File: src/sv/yuvovl_pkg.sv
// ----------------------------------------------------------------------------
// yuvovl_pkg
// Shared types, codes and constants of the YUV 4:2:0 overlay address generator.
// ----------------------------------------------------------------------------
`default_nettype none

package yuvovl_pkg;

  // Largest frame or image dimension; larger register values saturate to it.
  localparam int unsigned MaxDim   = 4096;
  localparam int unsigned DimW     = $clog2(MaxDim) + 1;
  localparam int unsigned PosW     = 12;
  localparam int unsigned RowW     = 12;
  localparam int unsigned AddrW    = 25;
  localparam int unsigned LenW     = 13;
  localparam int unsigned CfgIdxW  = 3;
  localparam int unsigned CfgDataW = 13;

  typedef logic [DimW-1:0]     dim_t;
  typedef logic [PosW-1:0]     pos_t;
  typedef logic [RowW-1:0]     row_t;
  typedef logic [AddrW-1:0]    addr_t;
  typedef logic [LenW-1:0]     len_t;
  typedef logic [CfgDataW-1:0] cfg_data_t;

  typedef enum logic [CfgIdxW-1:0] {
    CFG_VIDEO_WIDTH  = 3'd0,
    CFG_VIDEO_HEIGHT = 3'd1,
    CFG_IMAGE_WIDTH  = 3'd2,
    CFG_IMAGE_HEIGHT = 3'd3,
    CFG_POS_X        = 3'd4,
    CFG_POS_Y        = 3'd5
  } cfg_idx_e;

  typedef enum logic [1:0] {
    PLANE_Y = 2'd0,
    PLANE_U = 2'd1,
    PLANE_V = 2'd2
  } plane_e;

  typedef enum logic [1:0] {
    STAT_OK      = 2'd0,
    STAT_OUTSIDE = 2'd1,
    STAT_BELOW   = 2'd2
  } status_e;

  localparam dim_t ResetVideoWidth  = 13'd1920;
  localparam dim_t ResetVideoHeight = 13'd1080;
  localparam dim_t ResetImageWidth  = 13'd64;
  localparam dim_t ResetImageHeight = 13'd64;
  localparam pos_t ResetPosX        = 12'd0;
  localparam pos_t ResetPosY        = 12'd0;

  // Effective configuration, dimensions already saturated.
  typedef struct packed {
    dim_t vw;
    dim_t vh;
    dim_t iw;
    dim_t ih;
    pos_t pos_x;
    pos_t pos_y;
  } cfg_t;

  // Partial addresses handed from the pipeline to the descriptor issue stage.
  typedef struct packed {
    status_e status;
    len_t    n;
    addr_t   y_dst;
    addr_t   y_src;
    addr_t   c_dst;
    addr_t   c_src;
    addr_t   vbase_u;
    addr_t   vbase_v;
    addr_t   ibase_u;
    addr_t   ibase_v;
  } addr_set_t;

  function automatic dim_t sat_dim(input dim_t v);
    return (v > dim_t'(MaxDim)) ? dim_t'(MaxDim) : v;
  endfunction

endpackage

`default_nettype wire

File: src/sv/yuv420_overlay_copy_address_generator.sv
// ----------------------------------------------------------------------------
// yuv420_overlay_copy_address_generator
// Turns overlay row numbers into Y, U and V copy descriptors for placing a
// planar YUV 4:2:0 image onto a video frame, clipped at the frame edges.
// ----------------------------------------------------------------------------
//
//  Channel  Direction  Handshake                 Payload
//  -------  ---------  ------------------------  --------------------------------
//  in       input      in_valid_i / in_stall_o   row_index_i
//  out      output     out_valid_o / out_stall_i plane, status, dst_addr,
//                                                src_addr, length, last
//  cfg      input      cfg_we_i (no wait)        cfg_idx_i, cfg_wdata_i
//
//  Each row yields three descriptors on the single output channel, one per
//  cycle while out_stall_i is low; the issue stage takes the next row as the
//  V descriptor of the current one leaves. A row's first descriptor appears
//  once the row has passed stages 1 to 4 and been loaded into the issue stage.
//  Reset loads the configuration defaults and empties every stage.
//  A stall on the output holds the current descriptor; the pipeline keeps
//  filling behind it and in_stall_o rises once all four stages are occupied.
//
`default_nettype none

module yuv420_overlay_copy_address_generator (
  input  wire logic                           clk_i,
  input  wire logic                           rst_ni,
  // Configuration write port.
  input  wire logic                           cfg_we_i,
  input  wire logic [yuvovl_pkg::CfgIdxW-1:0] cfg_idx_i,
  input  wire yuvovl_pkg::cfg_data_t          cfg_wdata_i,
  // Row requests.
  input  wire logic                           in_valid_i,
  output logic                                in_stall_o,
  input  wire yuvovl_pkg::row_t               row_index_i,
  // Copy descriptors.
  output logic                                out_valid_o,
  input  wire logic                           out_stall_i,
  output logic [1:0]                          plane_o,
  output logic [1:0]                          status_o,
  output yuvovl_pkg::addr_t                   dst_addr_o,
  output yuvovl_pkg::addr_t                   src_addr_o,
  output yuvovl_pkg::len_t                    length_o,
  output logic                                last_o
);

  // Effective configuration. Dimension registers above the maximum are
  // saturated here, so the datapath never sees a value above 4096.
  yuvovl_pkg::cfg_t cfg;

  yuvovl_cfg_regs u_cfg (
    .clk_i       (clk_i),
    .rst_ni      (rst_ni),
    .cfg_we_i    (cfg_we_i),
    .cfg_idx_i   (cfg_idx_i),
    .cfg_wdata_i (cfg_wdata_i),
    .cfg_o       (cfg)
  );

  // Four-stage address pipeline. The user must write configuration only while
  // the block is empty (not enforced here), so every stage may read it directly.
  logic                  set_valid;
  logic                  set_ready;
  yuvovl_pkg::addr_set_t addr_set;

  yuvovl_pipe u_pipe (
    .clk_i       (clk_i),
    .rst_ni      (rst_ni),
    .cfg_i       (cfg),
    .in_valid_i  (in_valid_i),
    .in_stall_o  (in_stall_o),
    .row_index_i (row_index_i),
    .set_valid_o (set_valid),
    .set_ready_i (set_ready),
    .set_o       (addr_set)
  );

  // Issue stage: completes the chroma addresses, zeroes fields of rows with
  // an error status, and transfers the three descriptors in plane order.
  yuvovl_issue u_issue (
    .clk_i       (clk_i),
    .rst_ni      (rst_ni),
    .set_valid_i (set_valid),
    .set_ready_o (set_ready),
    .set_i       (addr_set),
    .out_valid_o (out_valid_o),
    .out_stall_i (out_stall_i),
    .plane_o     (plane_o),
    .status_o    (status_o),
    .dst_addr_o  (dst_addr_o),
    .src_addr_o  (src_addr_o),
    .length_o    (length_o),
    .last_o      (last_o)
  );

endmodule

`default_nettype wire

File: src/sv/yuvovl_cfg_regs.sv
// ----------------------------------------------------------------------------
// yuvovl_cfg_regs
// Configuration register file with saturation of the dimension registers.
// ----------------------------------------------------------------------------
`default_nettype none

module yuvovl_cfg_regs (
  input  wire logic                      clk_i,
  input  wire logic                      rst_ni,
  input  wire logic                      cfg_we_i,
  input  wire logic [yuvovl_pkg::CfgIdxW-1:0] cfg_idx_i,
  input  wire yuvovl_pkg::cfg_data_t     cfg_wdata_i,
  output yuvovl_pkg::cfg_t               cfg_o
);

  yuvovl_pkg::dim_t vw_q, vh_q, iw_q, ih_q;
  yuvovl_pkg::pos_t pos_x_q, pos_y_q;

  always_ff @(posedge clk_i or negedge rst_ni) begin
    if (!rst_ni) begin
      vw_q    <= yuvovl_pkg::ResetVideoWidth;
      vh_q    <= yuvovl_pkg::ResetVideoHeight;
      iw_q    <= yuvovl_pkg::ResetImageWidth;
      ih_q    <= yuvovl_pkg::ResetImageHeight;
      pos_x_q <= yuvovl_pkg::ResetPosX;
      pos_y_q <= yuvovl_pkg::ResetPosY;
    end else if (cfg_we_i) begin
      unique case (yuvovl_pkg::cfg_idx_e'(cfg_idx_i))
        yuvovl_pkg::CFG_VIDEO_WIDTH:  vw_q    <= cfg_wdata_i;
        yuvovl_pkg::CFG_VIDEO_HEIGHT: vh_q    <= cfg_wdata_i;
        yuvovl_pkg::CFG_IMAGE_WIDTH:  iw_q    <= cfg_wdata_i;
        yuvovl_pkg::CFG_IMAGE_HEIGHT: ih_q    <= cfg_wdata_i;
        yuvovl_pkg::CFG_POS_X:        pos_x_q <= cfg_wdata_i[yuvovl_pkg::PosW-1:0];
        yuvovl_pkg::CFG_POS_Y:        pos_y_q <= cfg_wdata_i[yuvovl_pkg::PosW-1:0];
        default: ;
      endcase
    end
  end

  always_comb begin
    cfg_o.vw    = yuvovl_pkg::sat_dim(vw_q);
    cfg_o.vh    = yuvovl_pkg::sat_dim(vh_q);
    cfg_o.iw    = yuvovl_pkg::sat_dim(iw_q);
    cfg_o.ih    = yuvovl_pkg::sat_dim(ih_q);
    cfg_o.pos_x = pos_x_q;
    cfg_o.pos_y = pos_y_q;
  end

endmodule

`default_nettype wire

File: src/sv/yuvovl_pipe.sv
// ----------------------------------------------------------------------------
// yuvovl_pipe
// Four-stage pipeline: row offset, clipping, products, partial address sums.
// ----------------------------------------------------------------------------
`default_nettype none

module yuvovl_pipe (
  input  wire logic                  clk_i,
  input  wire logic                  rst_ni,
  input  wire yuvovl_pkg::cfg_t      cfg_i,
  input  wire logic                  in_valid_i,
  output logic                       in_stall_o,
  input  wire yuvovl_pkg::row_t      row_index_i,
  output logic                       set_valid_o,
  input  wire logic                  set_ready_i,
  output yuvovl_pkg::addr_set_t      set_o
);

  localparam int unsigned DimW = yuvovl_pkg::DimW;
  localparam int unsigned RowW = yuvovl_pkg::RowW;

  logic s1_valid_q, s2_valid_q, s3_valid_q, s4_valid_q;
  logic en1, en2, en3, en4;

  // A stage moves when it is empty or when the stage after it moves.
  assign en4 = !s4_valid_q || set_ready_i;
  assign en3 = !s3_valid_q || en4;
  assign en2 = !s2_valid_q || en3;
  assign en1 = !s1_valid_q || en2;
  assign in_stall_o = !en1;

  always_ff @(posedge clk_i or negedge rst_ni) begin
    if (!rst_ni) begin
      s1_valid_q <= 1'b0;
      s2_valid_q <= 1'b0;
      s3_valid_q <= 1'b0;
      s4_valid_q <= 1'b0;
    end else begin
      if (en1) s1_valid_q <= in_valid_i;
      if (en2) s2_valid_q <= s1_valid_q;
      if (en3) s3_valid_q <= s2_valid_q;
      if (en4) s4_valid_q <= s3_valid_q;
    end
  end

  // Stage 1: frame row of this overlay row.
  yuvovl_pkg::row_t s1_row_q;
  logic [DimW-1:0]  s1_h_q;

  always_ff @(posedge clk_i) begin
    if (en1 && in_valid_i) begin
      s1_row_q <= row_index_i;
      s1_h_q   <= DimW'(cfg_i.pos_y) + DimW'(row_index_i);
    end
  end

  // Stage 2: clipping and status.
  logic [DimW-1:0]    sum_x, sum_y, right, bottom, n_d;
  logic [RowW-1:0]    hd_d;
  logic               outside, below;
  yuvovl_pkg::status_e status_d;

  always_comb begin
    sum_x   = DimW'(cfg_i.pos_x) + cfg_i.iw;
    sum_y   = DimW'(cfg_i.pos_y) + cfg_i.ih;
    right   = (sum_x < cfg_i.vw) ? sum_x : cfg_i.vw;
    bottom  = (sum_y < cfg_i.vh) ? sum_y : cfg_i.vh;
    n_d     = right - DimW'(cfg_i.pos_x);
    outside = (DimW'(cfg_i.pos_x) >= cfg_i.vw) || (DimW'(cfg_i.pos_y) >= cfg_i.vh);
    below   = (s1_h_q >= bottom);
    hd_d    = s1_h_q[DimW-1:1] - RowW'(cfg_i.pos_y[yuvovl_pkg::PosW-1:1]);
    priority if (outside) status_d = yuvovl_pkg::STAT_OUTSIDE;
    else if (below)       status_d = yuvovl_pkg::STAT_BELOW;
    else                  status_d = yuvovl_pkg::STAT_OK;
  end

  yuvovl_pkg::status_e s2_status_q;
  yuvovl_pkg::len_t    s2_n_q;
  yuvovl_pkg::row_t    s2_row_q, s2_h_q, s2_hd_q;

  always_ff @(posedge clk_i) begin
    if (en2 && s1_valid_q) begin
      s2_status_q <= status_d;
      s2_n_q      <= n_d;
      s2_row_q    <= s1_row_q;
      s2_h_q      <= s1_h_q[RowW-1:0];
      s2_hd_q     <= hd_d;
    end
  end

  // Stage 3: products. Row values only matter for in-frame rows below 4096.
  yuvovl_pkg::status_e      s3_status_q;
  yuvovl_pkg::len_t         s3_n_q;
  logic [DimW+RowW-1:0]     s3_ydst_q, s3_ysrc_q, s3_csrc_q;
  logic [DimW+RowW-2:0]     s3_cdst_q;
  logic [2*DimW-1:0]        s3_vbase_q, s3_ibase_q;

  always_ff @(posedge clk_i) begin
    if (en3 && s2_valid_q) begin
      s3_status_q <= s2_status_q;
      s3_n_q      <= s2_n_q;
      s3_ydst_q   <= cfg_i.vw * s2_h_q;
      s3_ysrc_q   <= cfg_i.iw * s2_row_q;
      s3_cdst_q   <= cfg_i.vw * s2_h_q[RowW-1:1];
      s3_csrc_q   <= cfg_i.iw * s2_hd_q;
      s3_vbase_q  <= cfg_i.vw * cfg_i.vh;
      s3_ibase_q  <= cfg_i.iw * cfg_i.ih;
    end
  end

  // Stage 4: halving, column offsets and chroma plane bases.
  yuvovl_pkg::addr_t vbu, ibu;
  yuvovl_pkg::addr_set_t s4_q;

  assign vbu = s3_vbase_q[yuvovl_pkg::AddrW-1:0];
  assign ibu = s3_ibase_q[yuvovl_pkg::AddrW-1:0];

  always_ff @(posedge clk_i) begin
    if (en4 && s3_valid_q) begin
      s4_q.status  <= s3_status_q;
      s4_q.n       <= s3_n_q;
      s4_q.y_dst   <= yuvovl_pkg::AddrW'(s3_ydst_q) + yuvovl_pkg::AddrW'(cfg_i.pos_x);
      s4_q.y_src   <= yuvovl_pkg::AddrW'(s3_ysrc_q);
      s4_q.c_dst   <= yuvovl_pkg::AddrW'(s3_cdst_q[DimW+RowW-2:1])
                      + yuvovl_pkg::AddrW'(cfg_i.pos_x[yuvovl_pkg::PosW-1:1]);
      s4_q.c_src   <= yuvovl_pkg::AddrW'(s3_csrc_q[DimW+RowW-1:1]);
      s4_q.vbase_u <= vbu;
      s4_q.vbase_v <= vbu + (vbu >> 2);
      s4_q.ibase_u <= ibu;
      s4_q.ibase_v <= ibu + (ibu >> 2);
    end
  end

  assign set_valid_o = s4_valid_q;
  assign set_o       = s4_q;

endmodule

`default_nettype wire

File: src/sv/yuvovl_issue.sv
// ----------------------------------------------------------------------------
// yuvovl_issue
// Descriptor issue stage: holds the three plane descriptors of one row and
// sends them out in Y, U, V order.
// ----------------------------------------------------------------------------
`default_nettype none

module yuvovl_issue (
  input  wire logic                  clk_i,
  input  wire logic                  rst_ni,
  input  wire logic                  set_valid_i,
  output logic                       set_ready_o,
  input  wire yuvovl_pkg::addr_set_t set_i,
  output logic                       out_valid_o,
  input  wire logic                  out_stall_i,
  output logic [1:0]                 plane_o,
  output logic [1:0]                 status_o,
  output yuvovl_pkg::addr_t          dst_addr_o,
  output yuvovl_pkg::addr_t          src_addr_o,
  output yuvovl_pkg::len_t           length_o,
  output logic                       last_o
);

  logic               valid_q, valid_d;
  yuvovl_pkg::plane_e plane_q, plane_d;
  logic               xfer, load;

  yuvovl_pkg::status_e status_q;
  yuvovl_pkg::addr_t   y_dst_q, y_src_q, u_dst_q, u_src_q, v_dst_q, v_src_q;
  yuvovl_pkg::len_t    len_y_q, len_c_q;
  logic                ok;

  assign xfer        = valid_q && !out_stall_i;
  assign set_ready_o = !valid_q || (xfer && (plane_q == yuvovl_pkg::PLANE_V));
  assign load        = set_ready_o && set_valid_i;

  always_ff @(posedge clk_i or negedge rst_ni) begin
    if (!rst_ni) begin
      valid_q <= 1'b0;
      plane_q <= yuvovl_pkg::PLANE_Y;
    end else begin
      valid_q <= valid_d;
      plane_q <= plane_d;
    end
  end

  always_comb begin
    valid_d = valid_q;
    plane_d = plane_q;
    if (load) begin
      valid_d = 1'b1;
      plane_d = yuvovl_pkg::PLANE_Y;
    end else if (xfer) begin
      unique case (plane_q)
        yuvovl_pkg::PLANE_Y: plane_d = yuvovl_pkg::PLANE_U;
        yuvovl_pkg::PLANE_U: plane_d = yuvovl_pkg::PLANE_V;
        yuvovl_pkg::PLANE_V: begin
          plane_d = yuvovl_pkg::PLANE_Y;
          valid_d = 1'b0;
        end
        default: plane_d = yuvovl_pkg::PLANE_Y;
      endcase
    end
  end

  // Rows with a non-ok status carry zero addresses and lengths.
  assign ok = (set_i.status == yuvovl_pkg::STAT_OK);

  always_ff @(posedge clk_i) begin
    if (load) begin
      status_q <= set_i.status;
      y_dst_q  <= ok ? set_i.y_dst : '0;
      y_src_q  <= ok ? set_i.y_src : '0;
      u_dst_q  <= ok ? set_i.vbase_u + set_i.c_dst : '0;
      u_src_q  <= ok ? set_i.ibase_u + set_i.c_src : '0;
      v_dst_q  <= ok ? set_i.vbase_v + set_i.c_dst : '0;
      v_src_q  <= ok ? set_i.ibase_v + set_i.c_src : '0;
      len_y_q  <= ok ? set_i.n : '0;
      len_c_q  <= ok ? (set_i.n >> 1) : '0;
    end
  end

  always_comb begin
    out_valid_o = valid_q;
    plane_o     = plane_q;
    status_o    = status_q;
    last_o      = (plane_q == yuvovl_pkg::PLANE_V);
    unique case (plane_q)
      yuvovl_pkg::PLANE_Y: begin
        dst_addr_o = y_dst_q;
        src_addr_o = y_src_q;
        length_o   = len_y_q;
      end
      yuvovl_pkg::PLANE_U: begin
        dst_addr_o = u_dst_q;
        src_addr_o = u_src_q;
        length_o   = len_c_q;
      end
      default: begin
        dst_addr_o = v_dst_q;
        src_addr_o = v_src_q;
        length_o   = len_c_q;
      end
    endcase
  end

  // A new row may only replace the held one as its V descriptor leaves.
  a_load_after_last: assert property (@(posedge clk_i) disable iff (!rst_ni)
    (load && valid_q) |-> (!out_stall_i && plane_q == yuvovl_pkg::PLANE_V))
    else $error("row loaded over pending descriptors");

  a_y_then_u: assert property (@(posedge clk_i) disable iff (!rst_ni)
    (xfer && plane_q == yuvovl_pkg::PLANE_Y) |=>
      (valid_q && plane_q == yuvovl_pkg::PLANE_U))
    else $error("U descriptor did not follow Y");

  a_u_then_v: assert property (@(posedge clk_i) disable iff (!rst_ni)
    (xfer && plane_q == yuvovl_pkg::PLANE_U) |=>
      (valid_q && plane_q == yuvovl_pkg::PLANE_V))
    else $error("V descriptor did not follow U");

  a_error_zero: assert property (@(posedge clk_i) disable iff (!rst_ni)
    (valid_q && status_q != yuvovl_pkg::STAT_OK) |->
      (dst_addr_o == '0 && src_addr_o == '0 && length_o == '0))
    else $error("error descriptor with nonzero fields");

endmodule

`default_nettype wire
File: config.mk
export PLATFORM = sky130hd
export DESIGN_NAME = yuv420_overlay_copy_address_generator
export DESIGN_NICKNAME = d
export VERILOG_FILES = /design/src/sv/yuvovl_pkg.sv /design/src/sv/yuv420_overlay_copy_address_generator.sv /design/src/sv/yuvovl_cfg_regs.sv /design/src/sv/yuvovl_pipe.sv /design/src/sv/yuvovl_issue.sv
export SDC_FILE = /design/constraint.sdc
export NUM_CORES = 2
export LEC_CHECK = 0
export ABC_AREA = 0
export BUFFER_PORTS_ARGS = -buffer_cell sky130_fd_sc_hd__buf_4
export CAP_MARGIN = 30
export CELL_PAD_IN_SITES_DETAIL_PLACEMENT = 1
export CELL_PAD_IN_SITES_GLOBAL_PLACEMENT = 1
export CORE_ASPECT_RATIO = 0.8
export CORE_MARGIN = 4
export CORE_UTILIZATION = 25
export DETAILED_ROUTE_END_ITERATION = 12
export HOLD_SLACK_MARGIN = 0.06
export MAX_ROUTING_LAYER = met4
export PLACE_DENSITY = 0.57
export SLEW_MARGIN = 20
export SYNTH_ARGS = -nofsm -noshare
export SYNTH_HDL_FRONTEND = slang
export SYNTH_SLANG_ARGS = --single-unit
export TNS_END_PERCENT = 50
File: constraint.sdc
create_clock -name clk_i -period 8.1 [get_ports clk_i]
set_input_delay 0 -clock clk_i [delete_from_list [all_inputs] [get_ports clk_i]]
set_output_delay 0 -clock clk_i [all_outputs]
set_load 0.01 [all_outputs]
==> reports/metrics.yaml <==
outcome:
  status: "completed"
synth:
  synth.avg_cell_area_um2: 10.1
  yosys.area.top_type_share: 0.288
  ys_types: 92
  async_flop_share: 0.119
  yosysWarningCount: 0
  synth_cells: 6363
  synth-seq-cells: 699
  synth_fp_nets: 7642
  synth_edf_count: 616
  netlist_area_um2: 64200
  ys_seq_area_frac: 0.321
  yosysTopAreaCell: "edfxtp_1"
  synthTopCellsByArea: "edfxtp_1 (29%), fa_1 (19%), ha_1 (12%), inv_1 (5.9%), nand2_1 (4.0%)"
  synthFlopType: "edfxtp_1"
global_routing:
  grt_pass1_vias: 49000
  grt-ovfl-total: 0
  antenna_found_initial: 46
  grt_pass1_wl_um: 306000
  track_usage: 0.154
  grt_max_degree: 166
cells_and_area:
  fin_nets: 7753
  drive_gt1_frac: 0.0697
  syn2layout_area_growth_pct: 13.0
  fin_util: 0.284
  n_fill_cell: 29100
hold_path:
  hold_path.class: "input port to flip-flop"
die:
  die_h_um: 461
  dieArea_um2: 265000
  rows: 166
  fp.dieW_um: 574
  core_um2: 256000
  pin_count: 103
  start_util: 0.251
pwr:
  fin_total_pwr_w: 0.0303
  leakage_nw: 32.0
  ir_worst_vdd_v: 0.000348
  power.density_cell_area_nw_per_um2: 418
clocking:
  clockBufferDepth: 3
  cts.sinks: 699
  cts_tree: "done"
  htree_levels: 3
  numCtsBuffers: 84
  clock_latency_ps: 720
  postCtsSetupBuffers: 0
  clk_pin_slew_ps: 60
  cts_root_buf: "clkbuf_16"
worst_setup_path:
  critical_path_class: "flip-flop to flip-flop"
  critPathCaptureType: "flip-flop"
  rrSetupSlack_ps: 1070
  critPathRequiredTime_ps: 8500
  start_kind: "flip-flop"
  crit_fanout: 20
  cp.arrival_ps: 7430
timing:
  setup_viol: 0
  period_share: 0.868
  min_period_ps: 7030
  rsz0062_at_grt: "false"
  slew_headroom: 0.364
  setup_tns_ps: 0
  final-hold-violation-count: 0
  skew_ps: 48.2
  slew_violations: 0
  finalHoldWorstSlack_ps: 115
  tightest_slew_ps: 949
  fmax_mhz: 142
routing:
  wire_per_inst_um: 19.9
  ant_nets: 0
  vias: 45500
  drc_errors: 0
  initialDrtViolationCount: 2712
  vias_per_cell: 4.54
  dr.pass1.iters: 5
  drt_wl_total_um: 199000
run:
  drv_cap: 0
place:
  gp_congestion: 0.867
  io_buffers: 102
  place_hpwl_um: 160000
-- kinds of logic (layout without fill, tap and decap cells) --
kind of cell,after synthesis,in the layout,share of synthesized area
simple gates,1773,1773,0.131
fa+ha+maj,1246,1246,0.314
buf+inv,1239,1418,0.0726
compound gates,955,955,0.0951
flops,699,699,0.321
xor+xnor,309,309,0.0422
mux,142,142,0.0236
other cells,0,32,0
-- per-stage QoR --
step | instance area (µm²) | setup slack (ps) | instances
2_1_floorplan | 64200 | 1550 | 6363
3_3_place_gp | 69200 | 1270 | 9778
3_5_place_dp | 69200 | 1110 | 9781
4_1_cts | 72500 | 1050 | 9985
5_1_grt | 72500 | 585 | 10000
6_report | 72600 | 1070 | 10000
-- final cells by class --
cell class	instances	area, µm²	area share
clock buffer	100	2200	0.0304
clock inverter	54	538	0.00742
antenna	32	80.1	0.00110
inverter	1027	3850	0.0531
sequential	699	20600	0.284
multi-input combinational	4425	39000	0.537
tap	3444	4310	0.0594
timing repair buffer	237	2000	0.0275
-- placed cells by master, fill, tap and decap left out, types with 11 or more instances in the layout --
| cell | Yosys | routed |
|---|---|---|
| a211oi_1 | 39 | 39 |
| and2_1 | 288 | 285 |
| nor2_1 | 373 | 372 |
| clkinv_1 | 14 | 26 |
| ha_1 | 634 | 634 |
| nand2_1 | 684 | 684 |
| a31oi_1 | 25 | 25 |
| nand3_1 | 68 | 68 |
| o31ai_1 | 12 | 12 |
| a21o_1 | 142 | 142 |
| diode_2 | 0 | 32 |
| o21bai_1 | 38 | 38 |
| nand4_1 | 29 | 29 |
| xnor2_1 | 197 | 197 |
| edfxtp_1 | 616 | 616 |
| or3_1 | 13 | 13 |
| nor3b_1 | 24 | 22 |
| o211ai_1 | 12 | 12 |
| buf_4 | 0 | 181 |
| a2111oi_0 | 11 | 11 |
| mux2i_1 | 66 | 66 |
| clkbuf_1 | 199 | 14 |
| clkinv_2 | 0 | 15 |
| nand2b_1 | 82 | 82 |
| a21oi_1 | 261 | 261 |
| mux2_2 | 76 | 76 |
| or2_2 | 12 | 11 |
| nor3_1 | 54 | 52 |
| inv_1 | 1012 | 1012 |
| and3_1 | 34 | 34 |
| dlygate4sd3_1 | 0 | 49 |
| o21ai_0 | 240 | 239 |
| xor2_1 | 112 | 112 |
| dfrtp_1 | 73 | 71 |
| o21a_1 | 53 | 53 |
| clkbuf_16 | 0 | 86 |
| nor2b_1 | 70 | 69 |
| fa_1 | 612 | 612 |
-- power breakdown --
part / internal, W / leakage, nW / switching, W
combinational: 0.00794 / 24.1 / 0.0123
clock: 0.00217 / 1.34 / 0.00164
sequential: 0.00564 / 6.63 / 0.000685
total: 0.0157 / 32.0 / 0.0146
-- registers in the layout, summed over array words and instances, names as in the netlist, 23 cells and up --
register	count
u_pipe.s3_csrc_q	24
u_issue.v_dst_q	25
u_pipe.set_o	213
u_issue.y_dst_q	25
u_issue.v_src_q	25
u_issue.u_src_q	25
u_pipe.s3_ydst_q	25
u_issue.y_src_q	25
u_issue.u_dst_q	25
u_pipe.s3_ysrc_q	25
u_pipe.s3_cdst_q	23
u_pipe.s3_vbase_q	25
u_pipe.s3_ibase_q	25
-- cell usage after synthesis, types with 14 or more instances --
library cell,n
a211oi_1,39
a21o_1,142
a21oi_1,261
a31oi_1,25
and2_1,288
and3_1,34
clkbuf_1,199
clkinv_1,14
dfrtp_1,73
edfxtp_1,616
fa_1,612
ha_1,634
inv_1,1012
mux2_2,76
mux2i_1,66
nand2_1,684
nand2b_1,82
nand3_1,68
nand4_1,29
nor2_1,373
nor2b_1,70
nor3_1,54
nor3b_1,24
o21a_1,53
o21ai_0,240
o21bai_1,38
xnor2_1,197
xor2_1,112
-- metal layers --
metal  track usage  share of wire  vias to the layer above  wire, µm
met5             -              0                        -         0
met4        0.0376          0.023                        0      4670
met3        0.0289          0.058                      215     11500
met2         0.215           0.40                      856     80300
met1         0.228           0.52                    23100    103000
li1              -              -                    21300         -
-- worst max-delay path, cell delays in order (launching register included) --
cell and delay, ps:
dfrtp_1 570, nand2b_1 390, inv_1 730, buf_4 410, nand2_1 110, fa_1 490
fa_1 520, inv_1 60, fa_1 500, fa_1 490, inv_1 50, fa_1 470
inv_1 40, ha_1 360, a21o_1 230, a31oi_1 180, o21ai_0 130, a31o_2 240
a21oi_1 300, o21ai_0 130, a21oi_1 180, xnor2_1 110
-- final timing paths --
check,from,to,cells after the start
worst max-delay path,u_cfg.iw_q[12],u_pipe.s3_ibase_q[24],21
worst min-delay path,row_index_i[9],u_pipe.s1_row_q[9],2
worst max register to register,u_cfg.iw_q[12],u_pipe.s3_ibase_q[24],21
worst min register to register,u_pipe.s3_csrc_q[16],u_pipe.set_o[115],0
max in group asynchronous,rst_ni,u_issue.plane_o[0],4
min in group asynchronous,rst_ni,u_cfg.vw_q[3],4
-- repair_timing --
action                                  4_1_cts  5_1_grt
endpoints found under the setup margin        0        0
hold buffers                                 50        0
resized for setup                             0        0
hold endpoints to repair                    211        0
Power figures use the tool's default switching activity.
